`src/rtl/rhl_pkg.sv`:
```
// Package for the RGB/HSV LED color driver: payload structs, command codes
// and sequencer constants. No dependencies.
package rhl_pkg;

  localparam logic [1:0] CMD_RGB     = 2'd0;
  localparam logic [1:0] CMD_HSV     = 2'd1;
  localparam logic [1:0] CMD_REAPPLY = 2'd2;
  localparam logic [1:0] CMD_SPARE   = 2'd3;  // unused code, acts as re-apply

  localparam logic [1:0] REG_MAX_LEVEL  = 2'd0;
  localparam logic [1:0] REG_LIGHTS_OFF = 2'd1;
  localparam logic [1:0] REG_SPARE      = 2'd3;  // no register behind it

  localparam int DvdW = 15;  // widest dividend: 100*255
  localparam int DsrW = 8;   // widest divisor: 255

  // Reciprocal multiply for the constant divisions: q = (x * R) >> RcpSh.
  // Exact truncation for every operand the sequencer produces.
  localparam int MulW  = 21;  // widest operand: 6000*255
  localparam int RcpW  = 26;
  localparam int RcpSh = 32;
  localparam logic [RcpW-1:0] RcpDiv100  = 26'd42949673;
  localparam logic [RcpW-1:0] RcpDiv255  = 26'd16843010;
  localparam logic [RcpW-1:0] RcpDiv6000 = 26'd715828;

  typedef struct packed {
    logic [1:0] command;
    logic [7:0] red_in;
    logic [7:0] green_in;
    logic [7:0] blue_in;
    logic [8:0] hue_in;
    logic [6:0] sat_in;
    logic [6:0] val_in;
  } in_t;

  typedef struct packed {
    logic [7:0] drive_red;
    logic [7:0] drive_green;
    logic [7:0] drive_blue;
    logic [8:0] hue_out;
    logic [6:0] sat_out;
    logic [6:0] val_out;
  } out_t;

endpackage

```
`src/rtl/rgb_hsv_led_color_driver.sv`:
```
// RGB/HSV LED color driver top level. Depends on rhl_pkg.
// Sequence: command 0 (RGB) runs two serial divisions and seven reciprocal
//   multiplies before the output register; other commands run only the render multiplies.
// Throughput: one item in flight; the next input is taken once the block is idle
//   again, after any stalled earlier result has left.
// Reset: async active-low; max_level=100, lights_off=0, stored HSV cleared.
module rgb_hsv_led_color_driver (
  input  logic             clk_i,
  input  logic             rst_ni,
  input  logic             in_valid_i,
  output logic             in_stall_o,
  input  rhl_pkg::in_t     in_data_i,
  output logic             out_valid_o,
  input  logic             out_stall_i,
  output rhl_pkg::out_t    out_data_o,
  input  logic             cfg_we_i,
  input  logic [1:0]       cfg_index_i,
  input  logic [6:0]       cfg_data_i
);
  import rhl_pkg::*;

  localparam logic [2:0] ST_IDLE = 3'd0;
  localparam logic [2:0] ST_LOAD = 3'd1;
  localparam logic [2:0] ST_DIV  = 3'd2;
  localparam logic [2:0] ST_MUL  = 3'd3;
  localparam logic [2:0] ST_FIN  = 3'd4;

  // Op sequence; RGB conversion ops run first, then the render ops.
  // HUE and SAT divide by a variable and use the serial divider; the rest
  // divide by a constant and use the reciprocal multiplier.
  localparam logic [3:0] OP_HUE = 4'd0;
  localparam logic [3:0] OP_SAT = 4'd1;
  localparam logic [3:0] OP_VAL = 4'd2;
  localparam logic [3:0] OP_RV  = 4'd3;
  localparam logic [3:0] OP_RM  = 4'd4;
  localparam logic [3:0] OP_LV  = 4'd5;
  localparam logic [3:0] OP_LM  = 4'd6;
  localparam logic [3:0] OP_LI  = 4'd7;
  localparam logic [3:0] OP_LD  = 4'd8;

  logic [2:0] state_q, state_d;
  logic [3:0] op_q;
  logic [4:0] cnt_q;
  logic [6:0] max_level_q;
  logic       lights_off_q;
  logic [7:0] r_q, g_q, b_q;
  logic [8:0] hue_q;
  logic [6:0] sat_q, val_q;
  logic [6:0] v_q, m_q;
  logic [7:0] lvv_q, lmin_q, linc_q, ldec_q;
  logic [DvdW-1:0] dvd_q;
  logic [DsrW-1:0] rem_q, dsr_q;
  logic [MulW-1:0] mul_q;
  logic       out_valid_q;
  out_t       out_q;

  // ---- RGB max/min and hue terms ----
  logic       red_max, green_max;
  logic [7:0] mx, mn, dlt, hi_c, lo_c;
  always_comb begin
    red_max   = (r_q >= g_q) && (r_q >= b_q);
    green_max = !red_max && (g_q >= b_q);
    mx = red_max ? r_q : (green_max ? g_q : b_q);
    mn = r_q;
    if (g_q < mn) mn = g_q;
    if (b_q < mn) mn = b_q;
    dlt = mx - mn;
    // hue numerator is 60*(hi_c - lo_c)
    if (red_max) begin
      hi_c = g_q; lo_c = b_q;
    end else if (green_max) begin
      hi_c = b_q; lo_c = r_q;
    end else begin
      hi_c = r_q; lo_c = g_q;
    end
  end
  logic       hneg;
  logic [7:0] hmag;
  assign hneg = hi_c < lo_c;
  assign hmag = hneg ? (lo_c - hi_c) : (hi_c - lo_c);

  // ---- hue sector and offset ----
  logic [2:0] sector;
  logic [8:0] sec_base;
  always_comb begin
    if (hue_q >= 9'd300) begin
      sector = 3'd5; sec_base = 9'd300;
    end else if (hue_q >= 9'd240) begin
      sector = 3'd4; sec_base = 9'd240;
    end else if (hue_q >= 9'd180) begin
      sector = 3'd3; sec_base = 9'd180;
    end else if (hue_q >= 9'd120) begin
      sector = 3'd2; sec_base = 9'd120;
    end else if (hue_q >= 9'd60) begin
      sector = 3'd1; sec_base = 9'd60;
    end else begin
      sector = 3'd0; sec_base = 9'd0;
    end
  end
  logic [5:0]  frac;
  logic [12:0] vm_f, inc_n, dec_n;
  assign frac  = 6'(hue_q - sec_base);
  assign vm_f  = 13'(v_q - m_q) * 13'(frac);
  assign inc_n = 13'(m_q) * 13'd60 + vm_f;
  assign dec_n = 13'(v_q) * 13'd60 - vm_f;

  logic [6:0] ml_sat;
  assign ml_sat = (max_level_q > 7'd100) ? 7'd100 : max_level_q;

  // ---- divider operands ----
  logic [DvdW-1:0] ld_dvd;
  logic [DsrW-1:0] ld_dsr;
  always_comb begin
    case (op_q)
      OP_HUE: begin
        ld_dvd = DvdW'(hmag) * DvdW'(60);  ld_dsr = dlt;
      end
      OP_SAT: begin
        ld_dvd = DvdW'(mn) * DvdW'(100);   ld_dsr = mx;
      end
      default: begin
        ld_dvd = '0; ld_dsr = DsrW'(1);
      end
    endcase
  end

  // ---- reciprocal multiplier operand and constant ----
  logic [MulW-1:0] ld_mul;
  logic [RcpW-1:0] rcp;
  always_comb begin
    case (op_q)
      OP_VAL:  ld_mul = MulW'(mx) * MulW'(100);
      OP_RV:   ld_mul = MulW'(val_q) * MulW'(ml_sat);
      OP_RM:   ld_mul = MulW'(7'd100 - sat_q) * MulW'(v_q);
      OP_LV:   ld_mul = (MulW'(v_q) << 8) - MulW'(v_q);
      OP_LM:   ld_mul = (MulW'(m_q) << 8) - MulW'(m_q);
      OP_LI:   ld_mul = (MulW'(inc_n) << 8) - MulW'(inc_n);
      OP_LD:   ld_mul = (MulW'(dec_n) << 8) - MulW'(dec_n);
      default: ld_mul = '0;
    endcase
    case (op_q)
      OP_VAL:       rcp = RcpDiv255;
      OP_LI, OP_LD: rcp = RcpDiv6000;
      default:      rcp = RcpDiv100;
    endcase
  end

  logic [MulW+RcpW-1:0] mul_p;
  logic [7:0]           rq;
  assign mul_p = {{RcpW{1'b0}}, mul_q} * {{MulW{1'b0}}, rcp};
  assign rq    = mul_p[RcpSh +: 8];

  // ---- restoring divider step ----
  logic [DsrW:0]   trial;
  logic            qbit;
  logic [DsrW-1:0] rem_next;
  always_comb begin
    trial    = {rem_q, dvd_q[DvdW-1]};
    qbit     = trial >= {1'b0, dsr_q};
    rem_next = qbit ? DsrW'(trial - {1'b0, dsr_q}) : trial[DsrW-1:0];
  end
  logic [DvdW-1:0] quo;
  assign quo = {dvd_q[DvdW-2:0], qbit};  // quotient after the final step

  // hue from the quotient; a hue of 360 wraps to 0, a gray color has hue 0
  logic [8:0] hue_base, hue_raw, hue_fix;
  always_comb begin
    if (red_max)        hue_base = hneg ? 9'd360 : 9'd0;
    else if (green_max) hue_base = 9'd120;
    else                hue_base = 9'd240;
    hue_raw = hneg ? (hue_base - 9'(quo[6:0])) : (hue_base + 9'(quo[6:0]));
    hue_fix = (hue_raw >= 9'd360) ? (hue_raw - 9'd360) : hue_raw;
    if (dlt == 8'd0) hue_fix = 9'd0;
  end

  // ---- output mapping ----
  logic [7:0] lr, lg, lb;
  always_comb begin
    case (sector)
      3'd0:    begin lr = lvv_q;  lg = linc_q; lb = lmin_q; end
      3'd1:    begin lr = ldec_q; lg = lvv_q;  lb = lmin_q; end
      3'd2:    begin lr = lmin_q; lg = lvv_q;  lb = linc_q; end
      3'd3:    begin lr = lmin_q; lg = ldec_q; lb = lvv_q;  end
      3'd4:    begin lr = linc_q; lg = lmin_q; lb = lvv_q;  end
      default: begin lr = lvv_q;  lg = lmin_q; lb = ldec_q; end
    endcase
  end

  logic in_xfer, div_last, mul_step, op_var, out_free;
  assign in_xfer  = in_valid_i && (state_q == ST_IDLE);
  assign div_last = (state_q == ST_DIV) && (cnt_q == 5'd0);
  assign mul_step = (state_q == ST_MUL);
  assign op_var   = (op_q == OP_HUE) || (op_q == OP_SAT);
  assign out_free = !out_valid_q || !out_stall_i;

  always_comb begin
    state_d = state_q;
    case (state_q)
      ST_IDLE: if (in_valid_i) state_d = ST_LOAD;
      ST_LOAD: state_d = op_var ? ST_DIV : ST_MUL;
      ST_DIV:  if (cnt_q == 5'd0) state_d = ST_LOAD;
      ST_MUL:  state_d = (op_q == OP_LD) ? ST_FIN : ST_LOAD;
      ST_FIN:  if (out_free) state_d = ST_IDLE;
      default: state_d = ST_IDLE;
    endcase
  end

  // control and architectural state
  always_ff @(posedge clk_i or negedge rst_ni) begin
    if (!rst_ni) begin
      state_q      <= ST_IDLE;
      op_q         <= OP_HUE;
      cnt_q        <= '0;
      max_level_q  <= 7'd100;
      lights_off_q <= 1'b0;
      hue_q        <= '0;
      sat_q        <= '0;
      val_q        <= '0;
      out_valid_q  <= 1'b0;
    end else begin
      state_q <= state_d;
      if (cfg_we_i) begin
        if (cfg_index_i == REG_MAX_LEVEL)  max_level_q  <= cfg_data_i;
        if (cfg_index_i == REG_LIGHTS_OFF) lights_off_q <= cfg_data_i[0];
      end
      if (in_xfer) begin
        op_q <= (in_data_i.command == CMD_RGB) ? OP_HUE : OP_RV;
        if (in_data_i.command == CMD_HSV) begin
          hue_q <= (in_data_i.hue_in > 9'd359) ? 9'd359 : in_data_i.hue_in;
          sat_q <= (in_data_i.sat_in > 7'd100) ? 7'd100 : in_data_i.sat_in;
          val_q <= (in_data_i.val_in > 7'd100) ? 7'd100 : in_data_i.val_in;
        end
      end
      if (state_q == ST_LOAD) cnt_q <= 5'(DvdW - 1);
      else if (state_q == ST_DIV) cnt_q <= cnt_q - 5'd1;
      if ((div_last || mul_step) && (op_q != OP_LD)) op_q <= op_q + 4'd1;
      if (div_last) begin
        case (op_q)
          OP_HUE:  hue_q <= hue_fix;
          OP_SAT:  sat_q <= (mx == 8'd0) ? 7'd0 : (7'd100 - quo[6:0]);
          default: ;
        endcase
      end
      if (mul_step && (op_q == OP_VAL)) val_q <= rq[6:0];
      if (state_q == ST_FIN && out_free) out_valid_q <= 1'b1;
      else if (!out_stall_i) out_valid_q <= 1'b0;
    end
  end

  // datapath registers
  always_ff @(posedge clk_i) begin
    if (in_xfer) begin
      r_q <= in_data_i.red_in;
      g_q <= in_data_i.green_in;
      b_q <= in_data_i.blue_in;
    end
    if (state_q == ST_LOAD) begin
      dvd_q <= ld_dvd;
      dsr_q <= ld_dsr;
      rem_q <= '0;
      mul_q <= ld_mul;
    end else if (state_q == ST_DIV) begin
      dvd_q <= quo;
      rem_q <= rem_next;
    end
    if (mul_step) begin
      case (op_q)
        OP_RV:   v_q    <= rq[6:0];
        OP_RM:   m_q    <= rq[6:0];
        OP_LV:   lvv_q  <= rq;
        OP_LM:   lmin_q <= rq;
        OP_LI:   linc_q <= rq;
        OP_LD:   ldec_q <= rq;
        default: ;
      endcase
    end
    if (state_q == ST_FIN && out_free) begin
      out_q.drive_red   <= lights_off_q ? 8'd255 : (8'd255 - lr);
      out_q.drive_green <= lights_off_q ? 8'd255 : (8'd255 - lg);
      out_q.drive_blue  <= lights_off_q ? 8'd255 : (8'd255 - lb);
      out_q.hue_out     <= hue_q;
      out_q.sat_out     <= sat_q;
      out_q.val_out     <= val_q;
    end
  end

  assign in_stall_o  = (state_q != ST_IDLE);
  assign out_valid_o = out_valid_q;
  assign out_data_o  = out_q;

endmodule

```
`config.mk`:
```
export PLATFORM = sky130hd
export DESIGN_NAME = rgb_hsv_led_color_driver
export DESIGN_NICKNAME = d
export VERILOG_FILES = /design/src/rtl/rhl_pkg.sv /design/src/rtl/rgb_hsv_led_color_driver.sv
export SDC_FILE = /design/constraint.sdc
export NUM_CORES = 2
export LEC_CHECK = 0
export ABC_AREA = 1
export BUFFER_PORTS_ARGS = -buffer_cell sky130_fd_sc_hd__buf_2
export CAP_MARGIN = 20
export CORE_MARGIN = 2
export CORE_UTILIZATION = 49
export DETAILED_ROUTE_END_ITERATION = 10
export PLACE_DENSITY = 0.65
export SLEW_MARGIN = 20
export SYNTH_ARGS = -nofsm -noshare
export SYNTH_HDL_FRONTEND = slang
export SYNTH_SLANG_ARGS = --single-unit
```
`constraint.sdc`:
```
create_clock -name clk_i -period 10.8 [get_ports clk_i]
set_input_delay 0.54 -clock clk_i [delete_from_list [all_inputs] [get_ports clk_i]]
set_output_delay 0.54 -clock clk_i [all_outputs]
set_load 0.03 [all_outputs]
```
; Word level (Yosys, flattened, before mapping)
; Index checks and enable logic that the tools add are counted.
[word_totals]
regBits = 213
out_inout_bits = 49
in_bits = 63
word_cells = 204
[classes]
multipliers = 9
magnitude_cmp = 17
mux = 64
eq_ne = 23
reduce_logical = 41
addsub = 22
[op_table]
columns = op, n
row1 = 21-bit one-hot mux with 7 select lines, 1
row2 = 9-bit 2-to-1 mux, 10
row3 = 8-bit 2-to-1 mux, 11
row4 = 7-bit 2-to-1 mux, 11
row5 = 8-bit one-hot mux with 3 select lines, 3
row6 = 26-bit one-hot mux with 2 select lines, 1
row7 = 21-bit by 13-bit subtractor with 21-bit output, 2
row8 = 21-bit by 26-bit multiplier with 40-bit output, 1
row9 = 15-bit by 7-bit subtractor with 16-bit output, 2
row10 = 8-bit subtractor, 4
row11 = 15-bit 2-to-1 mux, 2
row12 = 6-bit 2-to-1 mux, 5
row13 = 15-bit one-hot mux with 2 select lines, 1
row14 = "8-bit by 5-bit multiplier with 13-bit output, second input constant", 2
row15 = 8-bit greater-or-equal comparator, 3
row16 = 8-bit < comparator, 3
row17 = "8-bit subtractor, first input constant", 3
row18 = "7-bit by 4-bit multiplier with 11-bit output, second input constant", 2
row19 = "7-bit > comparator, second input constant", 3
row20 = "9-bit by 8-bit greater-or-equal comparator with 1-bit output, second input constant", 2
row21 = "9-bit greater-or-equal comparator, second input constant", 2
row22 = 3-bit 2-to-1 mux, 6
row23 = 2-bit AND reduction, 9
row24 = "4-bit by 3-bit == test with 1-bit output, second input constant", 4
row25 = 47 further kinds, 83

; Logic depth before layout (Yosys ltp)
[logic_depth]
ltp_word = 16
depth_mapped = 53
depth_no_buf = 53

; Worst setup path after synthesis
; Ideal clock, no wire load.
[synth_timing]
path_kind = reg-to-reg
start = reg hue_q[8]
end = reg mul_q[20] (data pin)
setup_ps = 261
synth_period_minus_slack_ps = 7928
required_time_ps = 10539
stages_incl_launch_ff = 41
arrival_time_ps = 7668
setup_slack_ps = 2872
cell_sequence = dfrtp_1 nor2_2 nand2_1 nor2_4 nor2_1 o21ai_0 inv_1 ha_1 fa_1 or2_2 fa_1 fa_1 inv_1 fa_1 inv_1 fa_1 inv_1 ha_1 (+5 left out) inv_1 nor4_1 nand2_1 nand2_1 a31o_2 inv_1 nand2_1 nand2_1 ha_1 a21oi_1 o21ai_0 a211oi_1 nand3_1 inv_1 nand3_1 nand3b_1 nand3_1 nand3_1
[synth_between]
elab_chain_len = 11
word_cells_on_any_way = 17
cone_classes = add/sub (5) / mul (1) / order compare (5) / mux (6)
[synth_rtl]
columns = item, line
row1 = "start, declared", rgb_hsv_led_color_driver.sv:47  ; logic [8:0] hue_q;
row2 = "start signal, assigned", rgb_hsv_led_color_driver.sv:229  ; hue_q <= (in_data_i.hue_in > 9'd359) ? 9'd359 : in_data_i.hue_in;
row3 = "start signal, assigned", rgb_hsv_led_color_driver.sv:239  ; OP_HUE: hue_q <= hue_fix;
row4 = 9-bit by 6-bit greater-or-equal comparator with 1-bit output, rgb_hsv_led_color_driver.sv:94  ; end else if (hue_q >= 9'd60) begin
row5 = 6-bit 2-to-1 mux, rgb_hsv_led_color_driver.sv:94
row6 = 6-bit 2-to-1 mux, rgb_hsv_led_color_driver.sv:92  ; end else if (hue_q >= 9'd120) begin
row7 = 6-bit 2-to-1 mux, rgb_hsv_led_color_driver.sv:90  ; end else if (hue_q >= 9'd180) begin
row8 = 6-bit 2-to-1 mux, rgb_hsv_led_color_driver.sv:88  ; end else if (hue_q >= 9'd240) begin
row9 = 6-bit 2-to-1 mux (*), rgb_hsv_led_color_driver.sv:86  ; if (hue_q >= 9'd300) begin
row10 = 6-bit subtractor (*), rgb_hsv_led_color_driver.sv:102  ; assign frac = 6'(hue_q - sec_base);
row11 = 8-bit by 7-bit multiplier with 13-bit output (*), rgb_hsv_led_color_driver.sv:103  ; assign vm_f = 13'(v_q - m_q) * 13'(frac);
row12 = 13-bit subtractor / 13-bit adder (equally long branches), "rgb_hsv_led_color_driver.sv:105, rgb_hsv_led_color_driver.sv:104"
row13 = "21-bit by 13-bit subtractor with 21-bit output, on equally long branches", "rgb_hsv_led_color_driver.sv:138, rgb_hsv_led_color_driver.sv:137"
row14 = 21-bit one-hot mux with 7 select lines (*), rgb_hsv_led_color_driver.sv:131  ; case (op_q)
row15 = net ld_mul[20], rgb_hsv_led_color_driver.sv:128  ; logic [MulW-1:0] ld_mul;
row16 = "end signal, assigned", rgb_hsv_led_color_driver.sv:261  ; mul_q <= ld_mul;
row17 = "end, declared", rgb_hsv_led_color_driver.sv:53  ; logic [MulW-1:0] mul_q;
; Mark *: on every way through the listed nets, which the timed path passes. The rest lies on a longest branch.
; A chain may end at the register's enable or synchronous reset.

; Final worst setup path
[layout_timing]
start = reg hue_q[5]
end = reg mul_q[19] (data pin)
[layout_between]
elab_chain_len = 11
word_cells_on_any_way = 17
cone_classes = add/sub (5) / mul (1) / order compare (5) / mux (6)
[layout_rtl]
columns = item, line
row1 = 9-bit by 6-bit greater-or-equal comparator with 1-bit output, rgb_hsv_led_color_driver.sv:94
row2 = 6-bit 2-to-1 mux, rgb_hsv_led_color_driver.sv:94
row3 = 6-bit 2-to-1 mux, rgb_hsv_led_color_driver.sv:92
row4 = 6-bit 2-to-1 mux, rgb_hsv_led_color_driver.sv:90
row5 = 6-bit 2-to-1 mux, rgb_hsv_led_color_driver.sv:88
row6 = 6-bit 2-to-1 mux, rgb_hsv_led_color_driver.sv:86
row7 = 6-bit subtractor (*), rgb_hsv_led_color_driver.sv:102
row8 = 8-bit by 7-bit multiplier with 13-bit output (*), rgb_hsv_led_color_driver.sv:103
row9 = 13-bit subtractor / 13-bit adder (equally long branches), "rgb_hsv_led_color_driver.sv:105, rgb_hsv_led_color_driver.sv:104"
row10 = "21-bit by 13-bit subtractor with 21-bit output, on equally long branches", "rgb_hsv_led_color_driver.sv:138, rgb_hsv_led_color_driver.sv:137"
row11 = 21-bit one-hot mux with 7 select lines (*), rgb_hsv_led_color_driver.sv:131
row12 = net ld_mul[19], rgb_hsv_led_color_driver.sv:128
; Marked as above.

==> results.md <==
- Residual DRC: 0
- First-pass GRT wire length: around 170000 microns
- Slowest cell on the critical path: xor2_1
- CP arrival: 9.87 ns
- Initial DRT Pass Iterations: 6
- Vias per Instance: 5.44
- CP endpoint kind: register
- Detailed-route wire length per cell: 19.5 microns
- GR Overflow Total: 0
- IO Pins: 112
- Final setup violation count: 0
- Top post-synthesis cells by area: fa_1 (25%), ha_1 (18%), edfxtp_1 (13%), inv_1 (10%), nand2_1 (6.1%)
- Inserted Diodes: 0
- Async set-reset flop share out of synthesis: 20.7%
- Max-Cap Viols: 0
- Vias in the first global route: 29300
- CP peak stage delay: approximately 0.85 ns
- Die ar.: around 76000 sq um
- Die width: 275 microns
- Worst Path Max Fanout: 22
- Starting Density: 49.5%
- Outcome: completed
- DRT antenna net count: 0
- Worst slew margin: 24.6%
- Final Hold Viols: 0
- Routed wire length: ~110000 microns
- Clock sinks: 213
- Initial antenna violation count: 4
- Later-pin clock latency in the skew report: 0.58 ns
- Setup_tns: 0 ns
- Num CTS Buffers: 26
- Final HPWL DP: 89600 microns
- CP Data Required Time: between 10 and 15 ns
- Global Route Usage Sum: 28.5%
- Syn_nets: approximately 5300
- Clock Path Buffers: 3
- Skew final: approximately 0.036 ns
- FILL cells: around 7000
- F_max: 104 MHz
- IO Port Bufs: 111
- Slew Viols, Final: 0
- Synth Register Bits: 213
- Number of synthesized flops with an enable pin: 161
- Setup bufs post-CTS: 0
- CTS tree: yes
- Die height: 275 microns
- Gpl congestion: ~0.99
- Pin count of the biggest net entering global routing: 48
- Yosys Warn Count: 0
- Gate count of the mapped netlist: 4317
- Sequential-to-total area share from yosys stat: 16.9%
- Worst setup path class: reg -> reg
- Min-Delay Path Class: in -> async
- Unique masters post-synth: 72
- Hold-fix buffer count after cts: 0
- Layout Nets: 5466
- Rows: 99
- Period Utilization, post-route: 88.7%
- Vias: 29400
- Synth top area share: 25.5%
- Post-place setup slack: approximately 1.4 ns
- Area grow syn2layout: 7.38%
- RSZ-0062 raised after global routing: false
- H-tree depth: 1
- Root Buffer: clkbuf_16
- Setup ws final: 1.22 ns
- Final Critical Period: ~9.6 ns
- Crit-path most repeated cell: nand2_1
- Resized Gates After CTS: 0
- CP Launch Type: register
- Mapped Area: 36000 sq um
- Cell taking the most area after synthesis: fa_1
- Iteration-0 DRC Markers: about 2500
- Worst-margin pin slew: 1.13 ns
- Mean post-synth cell area: 8.35 sq um
- Layout cells sized above 1: 6.24%
- Ys flop type: edfxtp_1
- Core Area: about 73000 sq um
- Reg clk slew, reported paths: around 0.06 ns
[layer usage]
metal	GRT usage (%)	part of all wire (%)	vias to the layer above
met1	40.5	44	14200
met2	45.9	45	1051
met5	0	0.025	-
met4	6.36	2.5	4
li1	-	-	14000
met3	4.68	7.9	131
[sequential cells by signal, indices dropped and copies added (netlist names), 8 cells and up]
name,cells
out_data_o,47
mul_q,21
dvd_q,15
hue_q,9
b_q,8
dsr_q,8
g_q,8
ldec_q,8
linc_q,8
lmin_q,8
lvv_q,8
r_q,8
rem_q,8
[stage by stage]
step	hold WS, ns	instance area, sq um	std cells	util, %
final	0.0539	38700	5414	53.1
after global routing	0.101	38700	5414	53.1
after CTS	0.0536	38700	5414	53.1
after detailed placement	0.447	37800	5366	51.9
after global placement	0.459	37800	5365	51.9
after floorplan	0.244	36000	4317	-
[synth_stat cells, types with 5 or more instances]
cell	count
o2111ai_1	15
edfxtp_1	161
o21bai_1	9
buf_2	7
fa_1	459
o21ai_0	196
xnor2_1	38
dfrtp_1	41
a21oi_2	5
nor3_1	48
clkbuf_1	35
a31oi_1	27
nand3_1	144
o21a_1	9
a21oi_1	223
nor4_1	11
nand3b_1	7
nand4_1	27
nor2_2	8
a21o_1	13
nand3_2	5
nand2_2	8
inv_2	16
ha_1	509
inv_1	1001
a22oi_1	13
dfxtp_1	8
a221oi_1	19
xor2_1	67
nand2_1	584
or2_2	18
clkinv_1	6
o22ai_1	9
nor2_1	427
a211oi_1	6
o31ai_1	9
o221ai_1	11
o21ai_1	11
o211ai_1	43
[final cells by class]
class,instances,area [sq um],area share [%]
Timing Repair Buffer,139,766,1.98
Clock buffer,33,738,1.91
Clock inverter,15,145,0.375
Tap cell,959,1200,3.10
Multi-Input combinational cell,3032,25900,67.0
Inverter,1023,3840,9.92
Sequential cell,213,6100,15.8
[cells by family (layout without fill, tap and decap cells)]
kind of cell / after synthesis / in the layout / synth area share [%]
xor+xnor: 108 / 108 / 2.69
flops: 213 / 213 / 16.9
mux: 4 / 4 / 0.121
fa+ha+maj: 968 / 968 / 43.2
simple gates: 1306 / 1306 / 15.2
compound gates: 646 / 646 / 10.7
buf+inv: 1072 / 1210 / 11.2
[cell usage in the layout (no fill, tap or decap), types with 28 or more instances in the layout]
master    Yosys  final
a21oi_1     223    223
buf_2         7    111
buf_4         2     28
dfrtp_1      41     41
edfxtp_1    161    161
fa_1        459    459
ha_1        509    509
inv_1      1001   1001
nand2_1     584    584
nand3_1     144    144
nor2_1      427    424
nor3_1       48     47
o211ai_1     43     43
o21ai_0     196    196
xnor2_1      38     38
xor2_1       67     67
[worst max-delay path: cells and delay by family, from the launching register on]
kind | cells | cell delay (ns)
fa+ha+maj | 9 | 3.41
buf+inv | 8 | 0.52
flops | 1 | 0.43
simple gates | 12 | 2.05
compound gates | 6 | 1.15
xor+xnor | 4 | 1.74
[worst paths after layout]
check | startpoint | end | slack [ns] | depth (start not counted)
setup / recovery | hue_q[5]$_DFF_PN0_ | mul_q[19]$_DFFE_PP_ | 1.22 | 39
hold / removal | rst_ni | cnt_q[0]$_DFFE_PN0P_ | 0.05 | 2
setup reg to reg | hue_q[5]$_DFF_PN0_ | mul_q[19]$_DFFE_PP_ | 1.22 | 39
hold reg to reg | sat_q[6]$_DFF_PN0_ | out_data_o[13]$_DFFE_PP_ | 0.48 | 0
max in group asynchronous | rst_ni | max_level_q[4]$_DFFE_PN0P_ | 10.28 | 2
min in group clk_i | in_data_i[29] | b_q[6]$_DFFE_PP_ | 0.13 | 1
Power is not shown: default switching activity piles up to over one toggle a cycle in this logic, so the estimate is an artifact.
